### src/hw/rtl/bcpd_pkg.sv
package bcpd_pkg;

  localparam int BTN_W   = 5;
  localparam int LEVEL_W = 8;
  localparam int MASK_W  = 3;
  localparam int SELO_W  = 2;

  // bit positions inside the button field
  localparam int BTN_RIGHT = 0;
  localparam int BTN_LEFT  = 1;
  localparam int BTN_DOWN  = 2;
  localparam int BTN_UP    = 3;
  localparam int BTN_PUSH  = 4;

  localparam logic [LEVEL_W-1:0] PERIOD_RESET = 8'd20;

  typedef struct packed {
    logic [MASK_W-1:0] led_mask;
    logic [SELO_W-1:0] sel;
  } result_t;

endpackage

### src/hw/rtl/bcpd_ctrl.sv
module bcpd_ctrl #(
  parameter int NUM_CHANNELS = 3
) (
  input  logic                         clk,
  input  logic                         rst_n,
  input  logic                         step,
  input  logic [bcpd_pkg::BTN_W-1:0]   buttons,
  input  logic [bcpd_pkg::LEVEL_W-1:0] period,
  output bcpd_pkg::result_t            res_nxt
);
  import bcpd_pkg::*;

  localparam int SEL_W = $clog2(NUM_CHANNELS);
  localparam logic [SEL_W-1:0] SEL_LAST = SEL_W'(NUM_CHANNELS - 1);

  logic [LEVEL_W-1:0] tick_r, tick_nxt;
  logic [LEVEL_W-1:0] level_r [NUM_CHANNELS];
  logic [LEVEL_W-1:0] level_nxt [NUM_CHANNELS];
  logic [SEL_W-1:0]   sel_r, sel_nxt;
  logic               left_held_r, left_held_nxt;
  logic               right_held_r, right_held_nxt;

  logic                    serve;
  logic                    do_up, do_down, do_left, do_right, do_push;
  logic [NUM_CHANNELS-1:0] mask;
  logic [31:0]             mask_ext;
  logic [31:0]             sel_ext;

  // priority: up, down, left, right, push
  assign do_up    = buttons[BTN_UP];
  assign do_down  = !buttons[BTN_UP] && buttons[BTN_DOWN];
  assign do_left  = !buttons[BTN_UP] && !buttons[BTN_DOWN] && buttons[BTN_LEFT];
  assign do_right = !buttons[BTN_UP] && !buttons[BTN_DOWN] && !buttons[BTN_LEFT]
                    && buttons[BTN_RIGHT];
  assign do_push  = !buttons[BTN_UP] && !buttons[BTN_DOWN] && !buttons[BTN_LEFT]
                    && !buttons[BTN_RIGHT] && buttons[BTN_PUSH];

  // a count above a lowered period counts as reaching it
  assign serve = (tick_r >= period);

  always_comb begin
    tick_nxt       = serve ? '0 : tick_r + 8'd1;
    sel_nxt        = sel_r;
    left_held_nxt  = left_held_r;
    right_held_nxt = right_held_r;
    if (serve) begin
      left_held_nxt  = do_left;
      right_held_nxt = do_right;
      if (do_left && !left_held_r) begin
        sel_nxt = (sel_r == '0) ? SEL_LAST : sel_r - 1'b1;
      end else if (do_right && !right_held_r) begin
        sel_nxt = (sel_r == SEL_LAST) ? '0 : sel_r + 1'b1;
      end
    end
  end

  always_comb begin
    for (int i = 0; i < NUM_CHANNELS; i++) begin
      level_nxt[i] = level_r[i];
      if (serve) begin
        if (do_up && sel_r == SEL_W'(i)) begin
          level_nxt[i] = (level_r[i] < period) ? level_r[i] + 8'd1 : period;
        end else if (do_down && sel_r == SEL_W'(i) && level_r[i] != '0) begin
          level_nxt[i] = level_r[i] - 8'd1;
        end else if (do_push) begin
          level_nxt[i] = '0;
        end
      end
      mask[i] = (tick_nxt < level_nxt[i]);
    end
  end

  // only the low channels fit the result fields
  assign mask_ext         = 32'(mask);
  assign sel_ext          = 32'(sel_nxt);
  assign res_nxt.led_mask = mask_ext[MASK_W-1:0];
  assign res_nxt.sel      = sel_ext[SELO_W-1:0];

  always_ff @(posedge clk) begin
    if (!rst_n) begin
      tick_r       <= '0;
      sel_r        <= '0;
      left_held_r  <= 1'b0;
      right_held_r <= 1'b0;
      for (int i = 0; i < NUM_CHANNELS; i++) begin
        level_r[i] <= '0;
      end
    end else if (step) begin
      tick_r       <= tick_nxt;
      sel_r        <= sel_nxt;
      left_held_r  <= left_held_nxt;
      right_held_r <= right_held_nxt;
      for (int i = 0; i < NUM_CHANNELS; i++) begin
        level_r[i] <= level_nxt[i];
      end
    end
  end

endmodule

### src/hw/rtl/button_controlled_pwm_dimmer.sv
// channel | ports                                    | direction
// in      | in_valid, in_ready, in_buttons_pressed   | tick into block
// out     | out_valid, out_ready, out_led_mask,      | one result per tick
//         | out_selected_channel                     |
// cfg     | cfg_wr_en, cfg_wr_data                   | pwm period write
//
// one tick per cycle: the state update and led compare sit between the state
// registers and the result register, so a tick's result shows in the cycle
// after its transaction. reset is synchronous and clears levels, count,
// selection and held flags; the period returns to 20. a full result register
// that is not taken holds in_ready low; once out_ready is high a new tick
// enters in the same cycle the old result leaves.
module button_controlled_pwm_dimmer #(
  parameter int NUM_CHANNELS = 3
) (
  input  logic                         clk,
  input  logic                         rst_n,
  input  logic                         in_valid,
  output logic                         in_ready,
  input  logic [bcpd_pkg::BTN_W-1:0]   in_buttons_pressed,
  output logic                         out_valid,
  input  logic                         out_ready,
  output logic [bcpd_pkg::MASK_W-1:0]  out_led_mask,
  output logic [bcpd_pkg::SELO_W-1:0]  out_selected_channel,
  input  logic                         cfg_wr_en,
  input  logic [bcpd_pkg::LEVEL_W-1:0] cfg_wr_data
);
  import bcpd_pkg::*;

  logic [LEVEL_W-1:0] period_r;
  logic               out_valid_r;
  result_t            res_r;
  result_t            res_nxt;
  logic               accept;

  assign in_ready = !out_valid_r || out_ready;
  assign accept   = in_valid && in_ready;

  bcpd_ctrl #(
    .NUM_CHANNELS (NUM_CHANNELS)
  ) u_ctrl (
    .clk     (clk),
    .rst_n   (rst_n),
    .step    (accept),
    .buttons (in_buttons_pressed),
    .period  (period_r),
    .res_nxt (res_nxt)
  );

  always_ff @(posedge clk) begin
    if (!rst_n) begin
      period_r <= PERIOD_RESET;
    end else if (cfg_wr_en) begin
      period_r <= cfg_wr_data;
    end
  end

  always_ff @(posedge clk) begin
    if (!rst_n) begin
      out_valid_r <= 1'b0;
    end else if (accept) begin
      out_valid_r <= 1'b1;
    end else if (out_ready) begin
      out_valid_r <= 1'b0;
    end
  end

  always_ff @(posedge clk) begin
    if (accept) begin
      res_r <= res_nxt;
    end
  end

  assign out_valid            = out_valid_r;
  assign out_led_mask         = res_r.led_mask;
  assign out_selected_channel = res_r.sel;

endmodule

### config.mk
export PLATFORM = sky130hd
export DESIGN_NAME = button_controlled_pwm_dimmer
export DESIGN_NICKNAME = d
export VERILOG_FILES = /design/src/hw/rtl/bcpd_pkg.sv /design/src/hw/rtl/bcpd_ctrl.sv /design/src/hw/rtl/button_controlled_pwm_dimmer.sv
export SDC_FILE = /design/constraint.sdc
export NUM_CORES = 1
export LEC_CHECK = 0
export BUFFER_PORTS_ARGS = -buffer_cell sky130_fd_sc_hd__buf_4
export CAP_MARGIN = 20
export CORE_MARGIN = 3
export CORE_UTILIZATION = 64
export CTS_CLUSTER_DIAMETER = 200
export DETAILED_ROUTE_END_ITERATION = 10
export PLACE_DENSITY_LB_ADDON = 0.15
export SLEW_MARGIN = 25
export SYNTH_ARGS = -nofsm -noshare
export SYNTH_HDL_FRONTEND = slang
export SYNTH_SLANG_ARGS = --single-unit
### constraint.sdc
create_clock -name clk -period 3.8 [get_ports clk]
set_input_delay 0.19 -clock clk [delete_from_list [all_inputs] [get_ports clk]]
set_output_delay 0.19 -clock clk [all_outputs]
set_load 0.01 [all_outputs]
After elaboration in Yosys (flattened, before gate mapping)

Memories as Yosys holds them, arrays and structs flattened.
Cells that the tools add are included.

Word-level logic and storage cells: 93
Output and inout port bits: 7
Memory bits (writable): 24
Register bits: 26
Input bits: 18
Memories kept: 1

Memories:

| memory         | words | bits a word | rd ports | clocked after memory_dff | write ports | line            | text |
|---|---|---|---|---|---|---|---|
| u_ctrl.level_r | 3     | 8           | 3        | 0                        | 3           | bcpd_ctrl.sv:17 | `logic [LEVEL_W-1:0] level_r [NUM_CHANNELS];` |

Mux-type cells: 30
Eq/ne operators: 2
Reductions and logical operators: 33
Add/sub/neg operators: 9
$lt $le $gt $ge: 7
Bitwise logic cells: 3

Operators by type and width:

| kind                                                | number |
|---|---|
| two-way mux 8 bit                                   | 19 |
| < comparator 8 bit                                  | 6 |
| adder 8 x 1 -> 8 bit, second input constant         | 4 |
| nonzero test 8 bit                                  | 3 |
| subtractor 8 x 1 -> 8 bit, second input constant    | 3 |
| logical AND 1 bit                                   | 19 |
| two-way mux 2 bit                                   | 5 |
| greater-or-equal comparator 8 bit                   | 1 |
| logical NOT 1 bit                                   | 7 |
| two-way mux 1 bit                                   | 6 |
| OR 1 bit                                            | 3 |
| adder 2 x 1 -> 2 bit, second input constant         | 1 |
| equality test 2 x 1 -> 1 bit, second input constant | 1 |
| equality test 2 bit, second input constant          | 1 |
| logical NOT 2 bit                                   | 1 |
| AND reduction 2 bit                                 | 1 |
| nonzero test 2 bit                                  | 1 |
| subtractor 2 x 1 -> 2 bit, second input constant    | 1 |
| logical OR 1 bit                                    | 1 |

Logic depth before layout (Yosys ltp)

Depth in word-level cells: 10
Gate-level depth with buffers: 15
Gate-level depth less buffers: 14

By module

Synthesis repeated with hierarchy kept, for this count alone.

Cell total of the unflattened synthesis: 585
Area total of the unflattened synthesis: 4983.5 µm²

By module, submodules not included:

| module                       | area an instance (µm²) | seq. area each (µm²) | cells each | instances |
|---|---|---|---|---|
| bcpd_ctrl                    | 4493.1                 | 960.9                | 550        | 1 |
| button_controlled_pwm_dimmer | 490.5                  | 330.3                | 35         | 1 |

Worst setup path after synthesis

OpenSTA, ideal clock, no wires.

Kind: reg2reg
Start point: register u_ctrl.tick_r[0]
End point: register res_r, in the netlist out_led_mask[0] (data pin)
Slack: 0.569 ns
Clock period less this slack: 3.231 ns
Setup time: 0.152 ns
Required time: 3.648 ns
Buffers on the path: 2
Cell stages (with the launch flop): 15
Arrival: 3.079 ns
Cells stage by stage: dfxtp_1 -> inv_1 -> ha_1 -> nand2b_4 -> a2111oi_4 -> o31ai_4 -> buf_2 -> clkbuf_1 -> nor2_1 -> ha_1 -> a21o_1 -> a21o_1 -> a211oi_1 -> o211ai_1 -> o21ai_0

RTL lines:

| item                   | line                               | text |
|---|---|---|
| from (decl)            | bcpd_ctrl.sv:16                    | `logic [LEVEL_W-1:0] tick_r, tick_nxt;` |
| from (signal assigned) | bcpd_ctrl.sv:89                    | `tick_r <= tick_nxt;` |
| to (signal assigned)   | button_controlled_pwm_dimmer.sv:70 | `res_r <= res_nxt;` |
| to (decl)              | button_controlled_pwm_dimmer.sv:32 | `result_t res_r;` |

==> metrics.md <==
| Metric | Value |
|---|---|
| Status | completed |
| FF/Latch Area | 1290 um2 |
| Area grow syn2layout | 8.87% |
| Maximum vdd ir drop | around 0.21 mV |
| Placed Cells | between 700 and 800 |
| Period minus WS final | 3570 ps |
| Worst Hold Class | input port to flop |
| Die Height | 97.6 um |
| Switching Power | ~580 uW |
| Leakage | between 2 and 3 nW |
| Final Skew | roughly 6.9 ps |
| Die W | between 90 and 100 um |
| Global route overflow | 0 |
| Clk network pwr share | a little under a quarter |
| Mapped cell area | 5370 um2 |
| Ys async rst share | 0% |
| Number of antenna violations at the first check in global routing | 0 |
| Routability cong. | between 0.9 and 1 |
| N_diodes | 0 |
| Final WL | between 15 and 20 mm |
| Antenna-violating nets left | 0 |
| Core Area | 7930 um2 |
| Max-slew violations | 0 |
| Top FF cell, synth | edfxtp_1 |
| Seq pwr share | 42.3% |
| Crit path DAT | about 3800 ps |
| CP endpoint kind | flop |
| Via count | 5211 |
| Initial core utilization | around 68% |
| Synth Instances | between 600 and 700 |
| Hold slack | approximately 110 ps |
| Core Util, Final | 73.8% |
| Rel. slew slack | a little under two fifths |
| Layout cells sized above 1 | between 15 and 20% |
| Sink Count | 50 |
| Post-DR wirelength/cell | 22.5 um |
| Clock slew at reported path FFs | between 100 and 150 ps |
| Hold Fails Final Rpt | 0 |
| Synth cell types | between 80 and 90 |
| CTS buffer count | 5 |
| Filler instances | a little over 600 |
| EDFF count, synth | 29 |
| Worst-Margin Slew | ~920 ps |
| Global-route wire length before repair | 26.5 mm |
| Fin nets | between 700 and 800 |
| Largest net degree at the start of global routing | 25 |
| Area of the multi-input gates | between 3000 and 4000 um2 |
| Required time worst endpoint | 3980 ps |
| Power density cells | about 260 nW/um2 |
| TritonCTS clock tree | done |
| Hpwl dp | 12.4 mm |
| Iter 0 DRT Violations | slightly below 500 |
| Num rows | 32 |
| Ys Warns | 0 |
| Maxcap violations | 0 |
| Tcrit/Tclk final | 94.0% |
| Total Power | 1.53 mW |
| CTS Hold Bufs | 0 |
| Final setup viols | 0 |
| Sum Neg Setup Slack | 0 ps |
| CP Max Fanout | 11 |
| Final non-filler cell total | 749 |
| CP Class | flop to flop |
| Drt drc | 0 |
| Net Sw Frac | ~38% |
| H-tree Lvls | 2 |
| Register bit total from synthesis | 50 |
| Startpoint Class | flop |
| I/O pin count | 25 |
| Worst-Skew Late Latency | ~330 ps |
| Max Clock Freq | approximately 280 MHz |
| Mapped Avg Cell Area | between 8 and 9 um2 |
| Die ar. | approximately 9500 um2 |
| Comb pwr share | 34.3% |
| Drt first pass iters | 5 |
| Vias in the first global route | 5196 |
| Synth Net Count | 700 |
| Root buffer cell | clkbuf_8 |
| Vias per inst | between 6 and 7 |
| Post-synthesis sequential area ratio | 24.0% |
| Pint | approximately 950 uW |
| Clock buffer depth | 2 |
| IO Port Bufs | 24 |
| GRT Total Usage | a little over a third |
-- per-stage QoR --
step,instance area (um2),setup WS [ps]
after floorplan,5370,569
after global placement,5700,274
after CTS,5790,104
after global routing,5850,-2.92
final,5850,229
after detailed placement,5700,157
-- power by group through the flow --
stage          logic, mW  clock network (mW)  registers [mW]
4_1_cts            0.505               0.355           0.645
3_3_place_gp       0.489                   0           0.655
6_report           0.524               0.359           0.647
5_1_grt            0.566               0.380           0.651
2_1_floorplan      0.363                   0           0.645
3_5_place_dp       0.500                   0           0.657
-- kinds of logic (layout without fill, tap and decap cells) --
group | after synthesis | after routing | share of synthesized area [%]
adder cells (fa/ha/maj) | 64 | 64 | 14.9
AO/OA/AOI/OAI | 194 | 194 | 26.3
flip-flops | 50 | 50 | 24.0
XOR/XNOR | 18 | 18 | 2.93
multiplexers | 29 | 29 | 5.47
AND/OR/NAND/NOR | 201 | 201 | 20.8
buffers and inverters | 62 | 91 | 5.59
-- registers in the layout, indices dropped and copies added (netlist names), 2 cells and up --
register	count
u_ctrl.tick_r	8
period_r	8
out_selected_channel	2
u_ctrl.level_r	24
out_led_mask	3
u_ctrl.sel_r	2
-- layer usage --
layer	vias to the layer above	GRT usage [%]	share of wire, %
met5	-	0	0
met4	0	15.8	4.4
met3	79	7.68	12
met2	366	55.8	45
met1	2393	44.4	39
li1	2373	-	-
-- worst max-delay path, cell delays in order, from the launching register on --
cell,delay [ps]
dfxtp_1,380
inv_1,160
ha_1,360
nand4_1,230
o31a_4,480
buf_4,180
or3_1,340
a21oi_1,200
nor2_1,90
ha_1,300
a21oi_1,160
nor2_1,70
a211oi_2,220
o211ai_1,120
o21ai_1,140
-- synthesized netlist by cell type (all sizes together) (3+ instances only) --
cell	instances	area, um2
clkbuf	13	60.1
and2	8	50.1
nor2b	16	100
a211oi	6	50.1
a21boi	9	67.6
a211o	3	26.3
inv	25	93.8
nand4	6	37.5
o221ai	4	35.0
a221oi	3	38.8
ha	64	801
or3	6	42.5
edfxtp	29	871
a32o	4	40.0
nand3	20	100
a2111oi	5	87.6
a21o	8	60.1
o31ai	3	36.3
buf	24	146
nand2	41	154
dfxtp	21	420
and3	6	38.8
xnor2	8	70.1
o21a	8	60.1
nand2b	8	57.6
xor2	10	87.6
o211a	11	110
o22ai	5	31.3
nor3	21	115
a31oi	6	50.0
nand3b	5	37.5
o211ai	12	90.1
a21oi	38	209
mux2i	26	260
mux2	3	33.8
nor3b	4	45.1
o21ai	53	269
nor2	48	190
-- layout by cell type (no fill, tap or decap), types with 12 or more instances in the layout --
| cell | count |
|---|---|
| a21oi_1 | 35 |
| nor2_1 | 46 |
| o21ai_0 | 46 |
| nand3_1 | 20 |
| nor3_1 | 19 |
| edfxtp_1 | 29 |
| nor2b_1 | 16 |
| ha_1 | 64 |
| buf_4 | 58 |
| nand2_1 | 41 |
| dfxtp_1 | 19 |
| o211ai_1 | 12 |
| mux2i_1 | 26 |
| inv_1 | 25 |
-- final cells by class --
cell class	instances	area share, %
Inverter	25	1.60
Multi-Input combinational cell	506	65.0
Timing Repair Buffer	58	7.45
Sequential cell	50	22.1
Clock inverter	3	0.449
Tap cell	102	2.18
Clock buffer	5	1.18
-- final timing paths --
kind | from | to | slack (ps) | cells after the start
setup / recovery | period_r[7]$_SDFFE_PN0P_ | out_led_mask[2]$_DFFE_PP_ | 230 | 14
setup reg to reg | period_r[7]$_SDFFE_PN0P_ | out_led_mask[2]$_DFFE_PP_ | 230 | 14
hold reg to reg | u_ctrl.right_held_r$_SDFFE_PN0P_ | u_ctrl.right_held_r$_SDFFE_PN0P_ | 500 | 2
hold / removal | cfg_wr_data[2] | period_r[2]$_SDFFE_PN1P_ | 110 | 3
-- timing repair --
| action | CTS | global route |
|---|---|---|
| buffers inserted | 0 | 4 |
| endpoints found under the setup margin | 0 | 2 |
| gates resized for setup | 0 | 5 |
(Power assumes the default switching activity.)
